--- config.mk ---
export PLATFORM = sky130hd
export DESIGN_NAME = gjmi_mac
export DESIGN_NICKNAME = d
export VERILOG_FILES = /design/src/hw/rtl/gjmi_pkg.sv /design/src/hw/rtl/gjmi_mac.sv
export SDC_FILE = /design/constraint.sdc
export NUM_CORES = 2
export LEC_CHECK = 0
export ABC_CLOCK_PERIOD_IN_PS = 32800
export BUFFER_PORTS_ARGS = -buffer_cell sky130_fd_sc_hd__buf_2
export CAP_MARGIN = 10
export CORE_ASPECT_RATIO = 0.6
export CORE_MARGIN = 3
export CORE_UTILIZATION = 45
export CTS_BUF_LIST = sky130_fd_sc_hd__clkbuf_4
export DETAILED_ROUTE_END_ITERATION = 7
export GPL_ROUTABILITY_DRIVEN = 0
export PLACE_DENSITY = 0.6
export SLEW_MARGIN = 30
export SYNTH_ARGS = -nofsm -noshare
export SYNTH_HDL_FRONTEND = slang
export SYNTH_SLANG_ARGS = --single-unit
--- constraint.sdc ---
create_clock -name clock -period 32.8 [get_ports clock]
set_clock_uncertainty 0.15 [all_clocks]
set_input_delay 3.28 -clock clock [delete_from_list [all_inputs] [get_ports clock]]
set_output_delay 3.28 -clock clock [all_outputs]
set_load 0.02 [all_outputs]
--- src/hw/rtl/gjmi_pkg.sv ---
package gjmi_pkg;
   localparam int MAX_DIM_DEF   = 8;
   localparam int FRAC_BITS_DEF = 16;
   localparam logic [3:0] SIZE_RESET = 4'd3;
   localparam logic [31:0] SAT_MAX = 32'h7fff_ffff;
   localparam logic [31:0] SAT_MIN = 32'h8000_0000;

   typedef enum logic [3:0] {
      ST_LOAD,
      ST_INIT,
      ST_PIV_RD,
      ST_PIV_WT,
      ST_RECIP,
      ST_SCALE,
      ST_G_RD,
      ST_G_WT,
      ST_ELIM,
      ST_EMIT
   } state_type;

   typedef enum logic [1:0] {
      OP_MUL,
      OP_MSUB
   } mac_op_type;

   typedef struct packed {
      logic       sat;
      logic [31:0] value;
   } mac_res_type;
endpackage

--- src/hw/rtl/gjmi_mac.sv ---
module gjmi_mac #(
   parameter int FRAC_BITS = gjmi_pkg::FRAC_BITS_DEF
) (
   input  logic                     clock,
   input  logic                     go,
   input  gjmi_pkg::mac_op_type     op,
   input  logic signed [31:0]       a,
   input  logic signed [31:0]       b,
   input  logic signed [31:0]       acc,
   output gjmi_pkg::mac_res_type    res
);
   import gjmi_pkg::*;

   logic signed [63:0] prod_ff, prod_in;
   logic signed [31:0] acc_ff;
   mac_op_type         op_ff;
   logic               go_ff;
   logic [63:0]        mag;
   logic [63:0]        rnd;
   logic signed [64:0] q;
   logic               qsat;
   logic signed [31:0] qv;
   logic signed [33:0] diff;

   assign prod_in = 64'(a) * 64'(b);

   always_ff @(posedge clock) begin
      prod_ff <= prod_in;
      acc_ff  <= acc;
      op_ff   <= op;
      go_ff   <= go;
   end

   always_comb begin
      mag  = prod_ff[63] ? (64'd0 - prod_ff) : prod_ff;
      rnd  = (mag + (64'd1 << (FRAC_BITS - 1))) >> FRAC_BITS;
      q    = prod_ff[63] ? -$signed({1'b0, rnd}) : $signed({1'b0, rnd});
      qsat = 1'b0;
      qv   = q[31:0];
      if (q > 65'sd2147483647) begin
         qsat = 1'b1;
         qv   = SAT_MAX;
      end else if (q < -65'sd2147483648) begin
         qsat = 1'b1;
         qv   = SAT_MIN;
      end
      res.sat   = qsat;
      res.value = qv;
      diff = 34'(acc_ff) - 34'(qv);
      if (op_ff == OP_MSUB) begin
         if (diff > 34'sd2147483647) begin
            res.sat   = 1'b1;
            res.value = SAT_MAX;
         end else if (diff < -34'sd2147483648) begin
            res.sat   = 1'b1;
            res.value = SAT_MIN;
         end else begin
            res.value = diff[31:0];
         end
      end
      if (!go_ff) res.sat = 1'b0;
   end
endmodule

; ---- Word-level counts from Yosys, hierarchy flattened
; Index checks and enable logic that the tools add are counted.
[totals]
out_inout_bits = 33
inputBits = 100
register_bits = 99
wordCells = 25
[op_classes]
n_mux = 11
n_eq_ne = 1
add_sub_neg = 4
mul = 1
order_cmp = 4
[ops]
columns = operator, n
row1 = $mux W32, 3
row2 = $mux W33, 2
row3 = $gt A65 B32 Y1 const B, 1
row4 = $lt A65 B32 Y1 const B, 1
row5 = $mux W65, 1
row6 = $neg A48 Y65, 1
row7 = $add A64 B16 Y64 const B, 1
row8 = $mul A32 B32 Y64, 1
row9 = $mux W64, 1
row10 = $sub A1 B64 Y64 const A, 1
row11 = $gt A33 B32 Y1 const B, 1
row12 = $lt A33 B32 Y1 const B, 1
row13 = $sub A32 B32 Y33, 1
row14 = $mux W1, 4
row15 = $eq A2 B1 Y1 const B, 1

; ---- Longest topological paths before layout
[depth]
depth_word = 14
mapped_depth = 56
mapped_depth_nobuf = 42

; ---- Least setup slack after synthesis
; OpenSTA, ideal clock, no wires.
[synth_path]
path_type = register to output
from = register prod_ff[63]
to = output port res[9] (netlist name)
t_arrival_ns = 13.121
path_stages_with_launch = 55
n_path_buf = 18
slack_ns = 16.249
t_required_ns = 29.370
path_cell_list = dfxtp_1 -> clkbuf_1 -> clkbuf_1 -> clkbuf_1 -> clkbuf_1 -> clkbuf_1 -> clkbuf_1 -> clkbuf_1 -> clkbuf_1 -> clkbuf_1 -> clkbuf_1 -> clkbuf_1 -> clkbuf_1 -> clkbuf_1 -> nand2_1 -> xnor2_1 -> ha_1 -> clkbuf_1 -> [... 19 more ...] -> a21o_1 -> a21o_1 -> a21o_1 -> a21o_1 -> a21o_1 -> a21o_1 -> a21o_1 -> nand2_1 -> a21oi_1 -> a41oi_1 -> o31ai_4 -> a2bb2oi_4 -> o21ai_4 -> o221ai_2 -> xnor2_4 -> buf_6 -> nand2_1 -> a221oi_1
[synth_lines]
columns = item, line_no
row1 = "start, declared", gjmi_mac.sv:14  ; logic signed [63:0] prod_ff, prod_in;
row2 = "start signal, assigned", gjmi_mac.sv:28  ; prod_ff <= prod_in;
row3 = "end, declared", gjmi_mac.sv:10  ; output gjmi_pkg::mac_res_type res

==> flow_metrics.py <==
metrics = {
    "sta": {
        "fmax_ghz": 0.0611,
        "rsz0062_at_grt": "no",
        "relSlewSlack_pct": 27.2,
        "fin_ws_ps": 16420,
        "tns_ps": 0,
        "report.final.hold_viol_count": 0,
        "setup_viol": 0,
        "worstMarginPinSlew_ps": 1090,
        "fin_hold_ws_ps": 2600,
        "slew_viol_final": 0,
        "fin_crit_ps": 16380,
        "min_period_over_period_pct": 49.9,
    },
    "route": {
        "first_iter_violations": 3356,
        "via_count": 36500,
        "ant_nets": 0,
        "vias_per_cell": 5.55,
        "wl_per_cell_um": 21.5,
        "drc_errors": 0,
        "postRouteWirelength_mm": 141,
        "firstDrtPassIters": 8,
    },
    "finish": {
        "multi_input_area_mm2": 0.0387,
        "regArea_mm2": 0.00199,
        "fin_nets": 6625,
        "drive_above_1_share_pct": 5.17,
        "synthToLayoutAreaGrowth_pct": 3.94,
        "filler_cell_count": 9741,
    },
    "status": {
        "status": "complete, no violations",
    },
    "hold_path": {
        "min_from": "acc[7]",
        "hp-class": "in2reg",
    },
    "global_routing": {
        "grt_pass1_wl_mm": 226,
        "grt_overflow": 0,
        "first_global_vias": 38100,
        "grt_usage_pct": 27.6,
        "grt_start_max_net_pins": 86,
        "antenna_found_initial": 4,
    },
    "clock_network": {
        "clk_pin_slew_ps": 210,
        "cts_made_buffers": 9,
        "post_cts_resized": 0,
        "htreeDepth": 3,
        "cts_num_sinks": 99,
        "cts_tree": "built",
        "cts_hold_buffers": 0,
        "post-cts-setup-buffer-count": 0,
        "clock_path_buffers": 2,
        "clockRootBuffer": "clkbuf_4",
    },
    "synthesis": {
        "netlist_instances": 5321,
        "synth.top_cell.area_share_pct": 47.1,
        "synth_top_cell_by_area": "fa_1",
        "synth_edf_count": 0,
        "yosys_warnings": 0,
        "ys_types": 97,
        "ys_ff_latch": 99,
        "synth_flop_cell": "dfxtp_1",
        "ys_seq_area_share_pct": 4.30,
        "synth_area_mm2": 0.0461,
        "synth_area_leaders": "fa_1, inv_1, nand2_1",
        "syn_nets": 6714,
        "ys_async_sr_fraction_pct": 0,
        "avgSynthCellArea_um2": 8.66,
    },
    "floorplanning": {
        "dieHeight_um": 254,
        "die_w_um": 419,
        "core-area_mm2": 0.101,
        "start_util_pct": 45.6,
        "ios": 133,
        "rows": 90,
        "dieArea_mm2": 0.106,
    },
    "setup_path": {
        "endpoint_kind": "output port",
        "cp_max_fo": 39,
        "required_ps": 29370,
        "crit_buf_inv": 4,
        "slowest_delay_ps": 790,
        "cpMostUsedCell": "a21o_1",
        "arrival_ps": 12950,
        "crit_start": "prod_ff[20]$_DFF_P_",
        "start_kind": "flop",
        "slowest_stage": "nor3_1",
        "critical_path_class": "reg2out",
        "cp_top_family": "compound AO/OA/AOI/OAI gates",
    },
    "job": {
        "drv_cap": 0,
    },
    "place": {
        "post-place-ws_ps": 17410,
        "port_buffers": 132,
        "dp_hpwl_mm": 109,
    },
}
final timing paths:
check,cells after the start,slack (ps),end
max,38,16420,res[24]
min,1,2600,acc_ff[7]$_DFF_P_
layout by cell type (no fill, tap or decap), types with 44 or more instances in the layout:
cell type,count
nand2b_1,44
a21oi_1,123
dfxtp_1,98
nand3_1,58
fa_1,1082
nor3_1,66
buf_2,131
buf_4,59
ha_1,210
and2_1,305
inv_1,1140
o21ai_0,75
nand2_1,823
xor2_1,76
xnor2_1,157
nor2_1,138
cells by family after synthesis:
kind of cell | after synthesis | synth area share (%)
and+or+nand+nor | 1679 | 17.6
adders and majority gates | 1299 | 52.9
DFF | 99 | 4.30
buffers and inverters | 1431 | 11.8
muxes | 17 | 0.386
xor gates and xnor gates | 234 | 4.49
AOI/OAI and AO/OA | 562 | 8.52
per-layer routing:
metal | global-route usage, % | part of all wire (%) | wire length (µm) | vias up
met2 | 38.4 | 40 | 56500 | 1752
li1 | - | - | - | 16100
met1 | 43.4 | 48 | 67700 | 18500
met4 | 4.10 | 1.4 | 1990 | 2
met5 | 0.312 | 0.033 | 46 | -
met3 | 7.07 | 11 | 15100 | 137
per-stage QoR:
stage / utilization (%) / cell area, µm² / cells
after detailed placement: 47.2 / 47700 / 6555
after global routing: 47.4 / 47900 / 6573
final: 47.4 / 47900 / 6574
after CTS: 47.4 / 47900 / 6571
after floorplan: - / 46100 / 5321
after global placement: 47.2 / 47700 / 6555
cells in the mapped netlist (9+ instances only):
| master | n |
|---|---|
| and2_1 | 305 |
| nand4_1 | 33 |
| or2_2 | 13 |
| a21oi_1 | 123 |
| o211ai_1 | 18 |
| nand3_1 | 58 |
| nand2_1 | 823 |
| and3_1 | 36 |
| o31a_1 | 9 |
| xor2_1 | 76 |
| a31oi_1 | 34 |
| o21bai_1 | 23 |
| nor2b_1 | 18 |
| o21ai_0 | 75 |
| buf_1 | 12 |
| o41ai_1 | 16 |
| dfxtp_1 | 99 |
| o21ai_1 | 20 |
| nand2b_1 | 45 |
| a211oi_1 | 11 |
| xnor2_1 | 157 |
| o31ai_1 | 33 |
| or4_1 | 17 |
| inv_1 | 1141 |
| nor3_1 | 68 |
| nor2_1 | 138 |
| mux2i_1 | 11 |
| ha_1 | 210 |
| o22ai_1 | 12 |
| a22oi_1 | 26 |
| clkbuf_1 | 258 |
| a21o_1 | 41 |
| fa_1 | 1083 |
| nor4_1 | 40 |
| or3_1 | 32 |
| buf_2 | 15 |
| o21a_1 | 16 |
sequential cells by signal (all words and copies together) (netlist names):
signal	count
prod_ff	64
acc_ff	32
op_ff	2
go_ff	1
layout make-up:
type                            count  share of cell area [%]
Timing Repair Buffer              190                    2.29
Inverter                         1141                    8.95
Antenna cell                        3                  0.0157
Clock buffer                        9                   0.141
Tap cell                         1334                    3.49
Multi-Input combinational cell   3791                    80.8
Clock inverter                      7                   0.167
Sequential cell                    99                    4.15
Power is left out: the tool's default activity adds up to more than one toggle a clock period on the data nets, which glitch-free logic cannot reach.
