**src/hw/rtl/gjmi_pkg.sv**
```systemverilog
package gjmi_pkg;
   localparam int MAX_DIM_DEF   = 8;
   localparam int FRAC_BITS_DEF = 16;
   localparam logic [3:0] SIZE_RESET = 4'd3;
   localparam logic [31:0] SAT_MAX = 32'h7fff_ffff;
   localparam logic [31:0] SAT_MIN = 32'h8000_0000;

   typedef enum logic [3:0] {
      ST_LOAD,
      ST_INIT,
      ST_PIV_RD,
      ST_PIV_WT,
      ST_RECIP,
      ST_SCALE,
      ST_G_RD,
      ST_G_WT,
      ST_ELIM,
      ST_EMIT
   } state_type;

   typedef enum logic [1:0] {
      OP_MUL,
      OP_MSUB
   } mac_op_type;

   typedef struct packed {
      logic       sat;
      logic [31:0] value;
   } mac_res_type;
endpackage

```
**src/hw/rtl/gjmi_recip.sv**
```systemverilog
module gjmi_recip #(
   parameter int FRAC_BITS = gjmi_pkg::FRAC_BITS_DEF
) (
   input  logic                  clock,
   input  logic                  reset,
   input  logic                  start,
   input  logic signed [31:0]    pivot,
   output logic                  done,
   output gjmi_pkg::mac_res_type res
);
   import gjmi_pkg::*;

   localparam int NB = 2 * FRAC_BITS + 2;
   localparam int CW = $clog2(NB + 1);

   logic [NB-1:0] num_ff, num_in;
   logic [NB-1:0] quo_ff, quo_in;
   logic [32:0]   rem_ff, rem_in;
   logic [32:0]   div_ff, div_in;
   logic [CW-1:0] cnt_ff, cnt_in;
   logic          busy_ff, busy_in;
   logic          neg_ff, neg_in;
   logic          done_ff, done_in;
   logic [33:0]   trial;
   logic [32:0]   pm;
   logic signed [NB:0] sq;

   always_ff @(posedge clock) begin
      if (reset) begin
         busy_ff <= 1'b0;
         done_ff <= 1'b0;
      end else begin
         busy_ff <= busy_in;
         done_ff <= done_in;
      end
      num_ff <= num_in;
      quo_ff <= quo_in;
      rem_ff <= rem_in;
      div_ff <= div_in;
      cnt_ff <= cnt_in;
      neg_ff <= neg_in;
   end

   always_comb begin
      num_in  = num_ff;
      quo_in  = quo_ff;
      rem_in  = rem_ff;
      div_in  = div_ff;
      cnt_in  = cnt_ff;
      busy_in = busy_ff;
      neg_in  = neg_ff;
      done_in = 1'b0;
      pm      = pivot[31] ? (33'd0 - 33'(pivot)) : 33'(pivot);
      trial   = {rem_ff, num_ff[NB-1]} - {1'b0, div_ff};
      if (start) begin
         neg_in  = pivot[31];
         div_in  = pm;
         num_in  = (NB'(1) << (2 * FRAC_BITS)) + NB'(pm >> 1);
         rem_in  = '0;
         quo_in  = '0;
         cnt_in  = CW'(NB);
         busy_in = 1'b1;
      end else if (busy_ff) begin
         num_in = num_ff << 1;
         if (!trial[33]) begin
            rem_in = trial[32:0];
            quo_in = {quo_ff[NB-2:0], 1'b1};
         end else begin
            rem_in = {rem_ff[31:0], num_ff[NB-1]};
            quo_in = {quo_ff[NB-2:0], 1'b0};
         end
         cnt_in = cnt_ff - 1'b1;
         if (cnt_ff == CW'(1)) begin
            busy_in = 1'b0;
            done_in = 1'b1;
         end
      end
   end

   always_comb begin
      sq = neg_ff ? -$signed({1'b0, quo_ff}) : $signed({1'b0, quo_ff});
      res.sat   = 1'b0;
      res.value = sq[31:0];
      if (sq > (NB+1)'(64'sd2147483647)) begin
         res.sat   = 1'b1;
         res.value = SAT_MAX;
      end else if (sq < -(NB+1)'(64'sd2147483648)) begin
         res.sat   = 1'b1;
         res.value = SAT_MIN;
      end
   end

   assign done = done_ff;
endmodule

```
**config.mk**
```make
export PLATFORM = sky130hd
export DESIGN_NAME = gjmi_recip
export DESIGN_NICKNAME = d
export VERILOG_FILES = /design/src/hw/rtl/gjmi_pkg.sv /design/src/hw/rtl/gjmi_recip.sv
export SDC_FILE = /design/constraint.sdc
export NUM_CORES = 1
export LEC_CHECK = 0
export BUFFER_PORTS_ARGS = -buffer_cell sky130_fd_sc_hd__buf_2
export CAP_MARGIN = 10
export CELL_PAD_IN_SITES_DETAIL_PLACEMENT = 0
export CELL_PAD_IN_SITES_GLOBAL_PLACEMENT = 1
export CORE_ASPECT_RATIO = 1.1
export CORE_MARGIN = 8
export CORE_UTILIZATION = 47
export CTS_CLUSTER_DIAMETER = 120
export CTS_CLUSTER_SIZE = 14
export DETAILED_ROUTE_END_ITERATION = 10
export GPL_ROUTABILITY_DRIVEN = 0
export PLACE_DENSITY = 0.92
export SLEW_MARGIN = 20
export SYNTH_ARGS = -nofsm -noshare
export SYNTH_HDL_FRONTEND = slang
export SYNTH_SLANG_ARGS = --single-unit
```
**constraint.sdc**
```tcl
create_clock -name clock -period 5.3 [get_ports clock]
set_input_delay 1.06 -clock clock [delete_from_list [all_inputs] [get_ports clock]]
set_output_delay 1.06 -clock clock [all_outputs]
set_load 0.01 [all_outputs]
```
# [Yosys cells after proc, flatten, opt, wreduce, memory -nomap -nowiden]
# Index checks and enable logic that the tools add are counted.
[classes] addsub=5 n_lt_le_gt_ge=2 n_eq_ne=1 n_mux=12 bitwise_logic=1 n_reduce_logical=2
[ops] operator="33-bit two-way mux" n=4
[ops] operator="34-bit two-way mux" n=2
[ops] operator="35-bit by 32-bit > comparator with 1-bit output, second input constant" n=1
[ops] operator="35-bit by 32-bit < comparator with 1-bit output, second input constant" n=1
[ops] operator="35-bit two-way mux" n=1
[ops] operator="34-bit negation with 35-bit output" n=1
[ops] operator="33-bit by 32-bit adder with 34-bit output, first input constant" n=1
[ops] operator="34-bit by 33-bit subtractor with 34-bit output" n=1
[ops] operator="1-bit by 32-bit subtractor with 33-bit output, first input constant" n=1
[ops] operator="6-bit by 1-bit equality test with 1-bit output, second input constant" n=1
[ops] operator="6-bit by 1-bit subtractor with 6-bit output, second input constant" n=1
[ops] operator="1-bit two-way mux" n=5
[ops] operator="3-bit OR reduction" n=1
[ops] operator="2-bit nonzero test" n=1
[ops] operator="1-bit NOT" n=1
[word_totals] ff_bits=143 input_bits=35 output_inout_bits=34 word_cells=31

# [Logic depth before layout (Yosys ltp)]
# Gate-level depths: netlist of run 1.
[depth] word_depth=5 mapped_depth=12 mapped_depth_nobuf=12

# [Worst setup path before layout of run 1]
# No wires, ideal clock.
[synth_timing] path_type="input to register" from="input port pivot[12]" to="register num_ff[28], data pin" setup_time_ns=0.260 t_arrival_ns=3.747 required_ns=5.040 setup_slack_ns=1.293 path_stages=8 n_path_buf=0 cell_sequence="or4_4 > or3_1 > or3_4 > or4_1 > or4_4 > o31ai_4 > xnor2_1 > mux2_2"
[synth_between] elab_chain_len=4
[synth_rtl] element="start, declared" line="gjmi_recip.sv:7" text="input logic signed [31:0] pivot,"
[synth_rtl] element="1-bit by 32-bit subtractor with 33-bit output" line="gjmi_recip.sv:53" text="pm = pivot[31] ? (33'd0 - 33'(pivot)) : 33'(pivot);"
[synth_rtl] element="33-bit two-way mux" line="gjmi_recip.sv:53"
[synth_rtl] element="named net pm[29]" line="gjmi_recip.sv:25" text="logic [32:0] pm;"
[synth_rtl] element="33-bit by 32-bit adder with 34-bit output" line="gjmi_recip.sv:58" text="num_in = (NB'(1) << (2 * FRAC_BITS)) + NB'(pm >> 1);"
[synth_rtl] element="34-bit two-way mux" line="gjmi_recip.sv:55" text="if (start) begin"
[synth_rtl] element="named net num_in[28]" line="gjmi_recip.sv:16" text="logic [NB-1:0] num_ff, num_in;"
[synth_rtl] element="end signal, assigned" line="gjmi_recip.sv:36" text="num_ff <= num_in;"
[synth_rtl] element="end, declared" line="gjmi_recip.sv:16"
# The timed path passes the listed nets, and every way through them passes these cells.
# A chain may end at the register's enable or synchronous reset.

==> impl_metrics.csv, run 1 <==
group,metric,value,unit
status,status,"finished clean",
synth,synth_fp_nets,1023,
pwr,ir_worst_vdd,0.000222,V
clock_network,cts_sinks,143,
place,hpwl,14400,µm
clock_network,cts-resized-gates,0,
floorplan,dieArea,23500,µm²
synth,synth_top_area_share,23.0,%
routing,via_per_inst,5.64,
grt,grt_max_degree,57,
sta,finalSetupViolations,0,
clock_network,cts_tree,"built",
grt,grt_util_met1,21.9,%
grt,grt.busiest_layer,"met2",
pwr,p_switching,782,µW
floorplan,die_w,147,µm
sta,maxSlewHeadroom,27.3,%
critical_path,critPathKind,"register to output port",
floorplan,core,18500,µm²
critical_path,cp.arrival,3.81,ns
clock_network,worstSkewPairLatency,0.42,ns
critical_path,cp.required,4.24,ns
hold_path,min_to,"rem_ff[18]$_SDFFE_PP0P_",
floorplan,pin_count,69,
grt,grt_usage,17.5,%
synth,synth_commonest_cells,"91 x nor2_1, 84 x o21ai_0, 75 x dfxtp_1",
flow_run,max-cap-violations,0,
clock_network,root_buffer,"clkbuf_16",
synth,synthTopCellsByArea,"edfxtp_1 23%, dfxtp_1 17%, mux2i_1 5.6%, ha_1 5.2%, o21ai_0 4.7%",
pwr,p_leak,0.00413,µW
layout,area_delta_synth_final,12.5,%
clock_network,cts_max_path_buffers,2,
routing,drt_iter0_drc,507,
routing,vias,7056,
pwr,internal_power,2130,µW
critical_path,crit_path_max_incr_delay,0.59,ns
synth,synth.distinct_cells,64,
clock_network,htreeDepth,4,
pwr,combPwrFrac,15.7,%
sta,fin_worst_skew,0.00576,ns
pwr,switching_share,26.9,%
critical_path,crit_path_top_delay_cell,"or4_1",
floorplan,rows,52,
critical_path,start_kind,"register",
synth,syn_area,8880,µm²
routing,drt-total-wl,20500,µm
clock_network,cts_hold_buf,0,
routing,routedWlPerCell,16.4,µm
routing,drc,0,
hold_path,hold_class,"register to register",
sta,rsz0062_at_grt,"no",
critical_path,end_kind,"output port",
critical_path,cp_max_fo,32,
sta,tightest_slew,1.09,ns
critical_path,r2r-end,"rem_ff[29]$_SDFFE_PP0P_",
synth,syn_area_per_cell,9.34,µm²
synth,yosys.area.top_type,"edfxtp_1",
routing,drt-pass1-iter-count,5,
floorplan,initial_core_util,48.0,%
synth,synth_edf_count,68,
synth,synth_ff_type,"dfxtp_1",
sta,fin_ws,0.430,ns
critical_path,reg2regPathDepth,10,
grt,grt_pass1_vias,6951,
synth,synth-seq-area-share,39.9,%
hold_path,min_from,"rem_ff[18]$_SDFFE_PP0P_",
layout,drive_gt1_share,15.9,%
routing,postRouteAntennaNets,0,
sta,hold_viol,0,
synth,ys_async_sr_fraction,0,%
layout,n_fill_cell,1663,
clock_network,cts_inserted_buffers,17,
sta,layout_min_cycle_time,4.87,ns
synth,synth.most_common_cell,"nor2_1",
critical_path,reg2reg_slack,1.55,ns
critical_path,worst_r2r_startpoint,"div_ff[18]$_DFFE_PP_",
sta,fin_setup_tns,0,ns
pwr,power.density,291,nW/µm²
place,dp_slack,0.884,ns
synth,synth_cells,950,
grt,grt_pass1_wl,34300,µm
clock_network,clk_pin_slew,0.06,ns
grt,grt-ovfl-total,0,
grt,groute.layer.met2.usage,29.5,%
synth,yosys_warnings,0,
clock_network,post_cts_buffers,0,
layout,fin_nets,1066,
synth,ys_seq_elements,143,
sta,fmax,205,MHz
critical_path,crit_chain,"or4_1 -> nand2b_1 -> nand4b_1 -> or3_1 -> o21ai_0 -> xor2_1 -> a21o_1 -> inv_1 -> or2_2 -> buf_2",
place,io_buffers,68,
sta,finalMaxSlewViolations,0,
floorplan,die_h,160,µm
grt,antenna_found_initial,2,
hold_path,min_path_cells,2,
grt,met3_usage,4.55,%
pwr,clkPwrFrac,39.9,%
sta,period_share,91.9,%
pwr,pwr-share-seq,44.4,%
## cell usage in the layout (no fill, tap or decap), drive strengths merged, types with 15 or more instances in the layout
master / instances
nand2: 65
o21ai: 84
nor2: 91
xnor2: 48
a21oi: 39
a21o: 15
dfxtp: 75
ha: 37
mux2i: 50
xor2: 43
o31ai: 21
buf: 75
inv: 49
clkbuf: 18
mux2: 32
edfxtp: 68
## stage by stage
step	hold WS (ns)	area (µm²)	utilization, %	std cells	power [µW]
2_1_floorplan	0.445	8880	-	950	1640
3_3_place_gp	0.465	9410	50.9	1217	1750
3_5_place_dp	0.481	9410	50.9	1217	1760
4_1_cts	0.489	9980	54.0	1249	2930
5_1_grt	0.517	9990	54.0	1250	3040
6_report	0.484	9990	54.0	1250	2910
## worst max path at each step
stage	start	to	slack, ns	cells past startpoint
after global placement	quo_ff[14]$_SDFFE_PP0P_	res[32]	0.93	10
final	quo_ff[14]$_SDFFE_PP0P_	res[32]	0.43	10
after floorplan	pivot[12]	num_ff[28]$_DFFE_PP_	1.29	8
after detailed placement	quo_ff[14]$_SDFFE_PP0P_	res[32]	0.88	10
after global routing	quo_ff[14]$_SDFFE_PP0P_	res[32]	0.06	10
after CTS	quo_ff[14]$_SDFFE_PP0P_	res[32]	0.39	10
## sequential cells by signal (all words and copies together), names as in the netlist
signal	flops
cnt_ff	6
rem_ff	33
quo_ff	34
num_ff	34
busy_ff	1
neg_ff	1
done	1
div_ff	33
## cells by family after synthesis
family / count (synthesis) / synth area share, %
flip-flops: 143 / 39.9
adder cells (fa/ha/maj): 38 / 5.44
AO/OA/AOI/OAI: 229 / 16.7
AND/OR/NAND/NOR: 268 / 15.0
other: 1 / 0.0422
buffers and inverters: 98 / 4.16
multiplexers: 82 / 9.70
XOR/XNOR: 91 / 8.98
## routing by layer
metal,up-vias,routed length [µm]
li1,3531,-
met1,3353,9560
met2,149,9910
met3,21,762
met4,2,221
met5,-,8
## power groups by stage
stage	Sequential (µW)	Combinational [µW]	Clock, µW
after global routing	1300	507	1240
after floorplan	1290	352	0
after global placement	1310	440	0
after detailed placement	1310	449	0
final	1290	456	1160
after CTS	1290	454	1190
## layout make-up
class,instances,area [µm²],area share [%]
clock inverters,14,140,1.40
well taps,243,304,3.04
flip-flops and latches,143,3550,35.5
clock buffers,18,429,4.30
diodes,1,2.50,0.0251
multi-input cells,709,4990,50.0
repair buffers,75,395,3.96
inverters,47,176,1.77
## critical path, delay by kind of cell, from the launching register on
family	cells	cell delay, ns
and+or+nand+nor	5	1.80
AOI/OAI and AO/OA	2	0.78
DFF	1	0.38
buffers and inverters	2	0.21
xor gates and xnor gates	1	0.20
(Power assumes the default switching activity.)
==> run 2: changes to the inputs <==
--- a/config.mk
+++ b/config.mk
@@ -17,6 +17,7 @@
 export DETAILED_ROUTE_END_ITERATION = 10
 export GPL_ROUTABILITY_DRIVEN = 0
 export PLACE_DENSITY = 0.92
+export REMOVE_ABC_BUFFERS = 1
 export SLEW_MARGIN = 20
 export SYNTH_ARGS = -nofsm -noshare
 export SYNTH_HDL_FRONTEND = slang
==> run 2 against run 1 <==
Against the previous run: first-iteration DRC count down 9.3%; combinational power is 2% lower; design area fell by 0.49%; via count down 0.40%; sequential power about the same; utilization is 0.26 points lower.
==> impl_metrics.csv, run 2 (synthesis gave the netlist of run 1 again) <==
group,metric,value,unit
status,status,"finished clean",
routing,drt-total-wl,19600,µm
routing,postRouteAntennaNets,0,
critical_path,reg2regPathDepth,10,
critical_path,cp_max_fo,31,
place,io_buffers,68,
layout,final_cell_mix,"91 x nor2_1, 84 x o21ai_0, 74 x dfxtp_1",
critical_path,cp.arrival,3.58,ns
layout,mostFrequentLayoutCell,"nor2_1",
clock_network,cts-resized-gates,0,
floorplan,dieArea,23500,µm²
sta,hold_viol,0,
clock_network,cts_tree,"built",
clock_network,cts_inserted_buffers,17,
layout,multi_input_area,4990,µm²
floorplan,core,18500,µm²
sta,fin_setup_tns,0,ns
clock_network,post_cts_buffers,0,
clock_network,root_buffer,"clkbuf_16",
pwr,p_leak,0.00410,µW
grt,grt_max_degree,87,
layout,largestRegisters,"num_ff x34, quo_ff x34",
pwr,power.density,281,nW/µm²
sta,timing.hold.ws,0.490,ns
sta,finalSetupViolations,0,
critical_path,start_kind,"register",
sta,fin_worst_skew,0.00984,ns
clock_network,cts_max_path_buffers,2,
floorplan,die_h,160,µm
clock_network,cts_sinks,143,
routing,vias,7028,
sta,maxSlewHeadroom,33.8,%
layout,post-route-util,53.8,%
pwr,p_total,2790,µW
floorplan,die_w,147,µm
critical_path,reg2reg_slack,1.66,ns
layout,regArea,3550,µm²
hold_path,min_path_cells,2,
critical_path,end_kind,"output port",
clock_network,htreeDepth,4,
layout,n_fill_cell,1693,
clock_network,cts_hold_buf,0,
flow_run,max-cap-violations,0,
routing,drt-pass1-iter-count,4,
routing,drc,0,
grt,grt-ovfl-total,0,
routing,routedWlPerCell,15.7,µm
sta,fmax,216,MHz
floorplan,initial_core_util,48.0,%
clock_network,worstSkewPairLatency,0.42,ns
layout,fin_nets,1066,
floorplan,pin_count,69,
layout,drive_gt1_share,15.8,%
grt,grt_usage,16.3,%
clock_network,clk_pin_slew,0.06,ns
sta,period_share,87.5,%
sta,layout_min_cycle_time,4.64,ns
place,hpwl,14100,µm
floorplan,rows,52,
grt,antenna_found_initial,3,
routing,via_per_inst,5.62,
critical_path,cp.required,4.24,ns
critical_path,critPathKind,"register to output port",
pwr,ir_worst_vdd,0.000209,V
sta,rsz0062_at_grt,"no",
sta,finalMaxSlewViolations,0,
routing,drt_iter0_drc,460,
sta,tightest_slew,0.993,ns
layout,area_delta_synth_final,11.9,%
hold_path,hold_class,"register to register",
grt,grt_pass1_wl,32200,µm
grt,grt_pass1_vias,6601,
-- run 2: report_power, final --
group	internal, µW	switching (µW)	total, µW
clock network	591	458	1050
logic	190	256	446
registers	1250	49.9	1300
total	2030	764	2790
-- run 2: area by class of cell --
| cell class | instances | share of cell area, % |
|---|---|---|
| inverters | 47 | 1.78 |
| diodes | 1 | 0.0252 |
| multi-input cells | 709 | 50.2 |
| flip-flops and latches | 143 | 35.7 |
| repair buffers | 75 | 3.98 |
| clock inverters | 15 | 0.957 |
| well taps | 243 | 3.06 |
| clock buffers | 17 | 4.28 |
-- run 2: critical path, stage by stage, from the launching register on --
cell,delay [ns]
dfxtp_1,0.37
or4_1,0.59
nand2b_1,0.22
nand4b_1,0.29
or3_1,0.40
o21ai_0,0.20
xor2_1,0.22
a21o_1,0.15
buf_4,0.24
inv_1,0.05
or2_2,0.28
buf_2,0.14
-- run 2: path summary, 6_finish.rpt --
path	start	to
worst min register to register	rem_ff[25]$_SDFFE_PP0P_	rem_ff[25]$_SDFFE_PP0P_
worst max-delay path	quo_ff[14]$_SDFFE_PP0P_	res[32]
worst min-delay path	rem_ff[25]$_SDFFE_PP0P_	rem_ff[25]$_SDFFE_PP0P_
worst max register to register	div_ff[18]$_DFFE_PP_	rem_ff[29]$_SDFFE_PP0P_
-- run 2: metal layers --
metal | global-route usage, % | vias up | part of all wire (%)
li1 | - | 3532 | -
met1 | 20.7 | 3322 | 47
met2 | 27.1 | 142 | 48
met3 | 3.70 | 28 | 3.6
met4 | 5.15 | 4 | 1.6
met5 | 0 | - | 0.13
-- run 2: metrics by stage --
stage / cell area [µm²] / setup WS [ns] / instances
after floorplan: 8680 / 0.972 / 899
after CTS: 9930 / 0.656 / 1249
final: 9940 / 0.660 / 1250
after global routing: 9940 / 0.401 / 1250
after global placement: 9410 / 1.03 / 1217
after detailed placement: 9410 / 0.975 / 1217
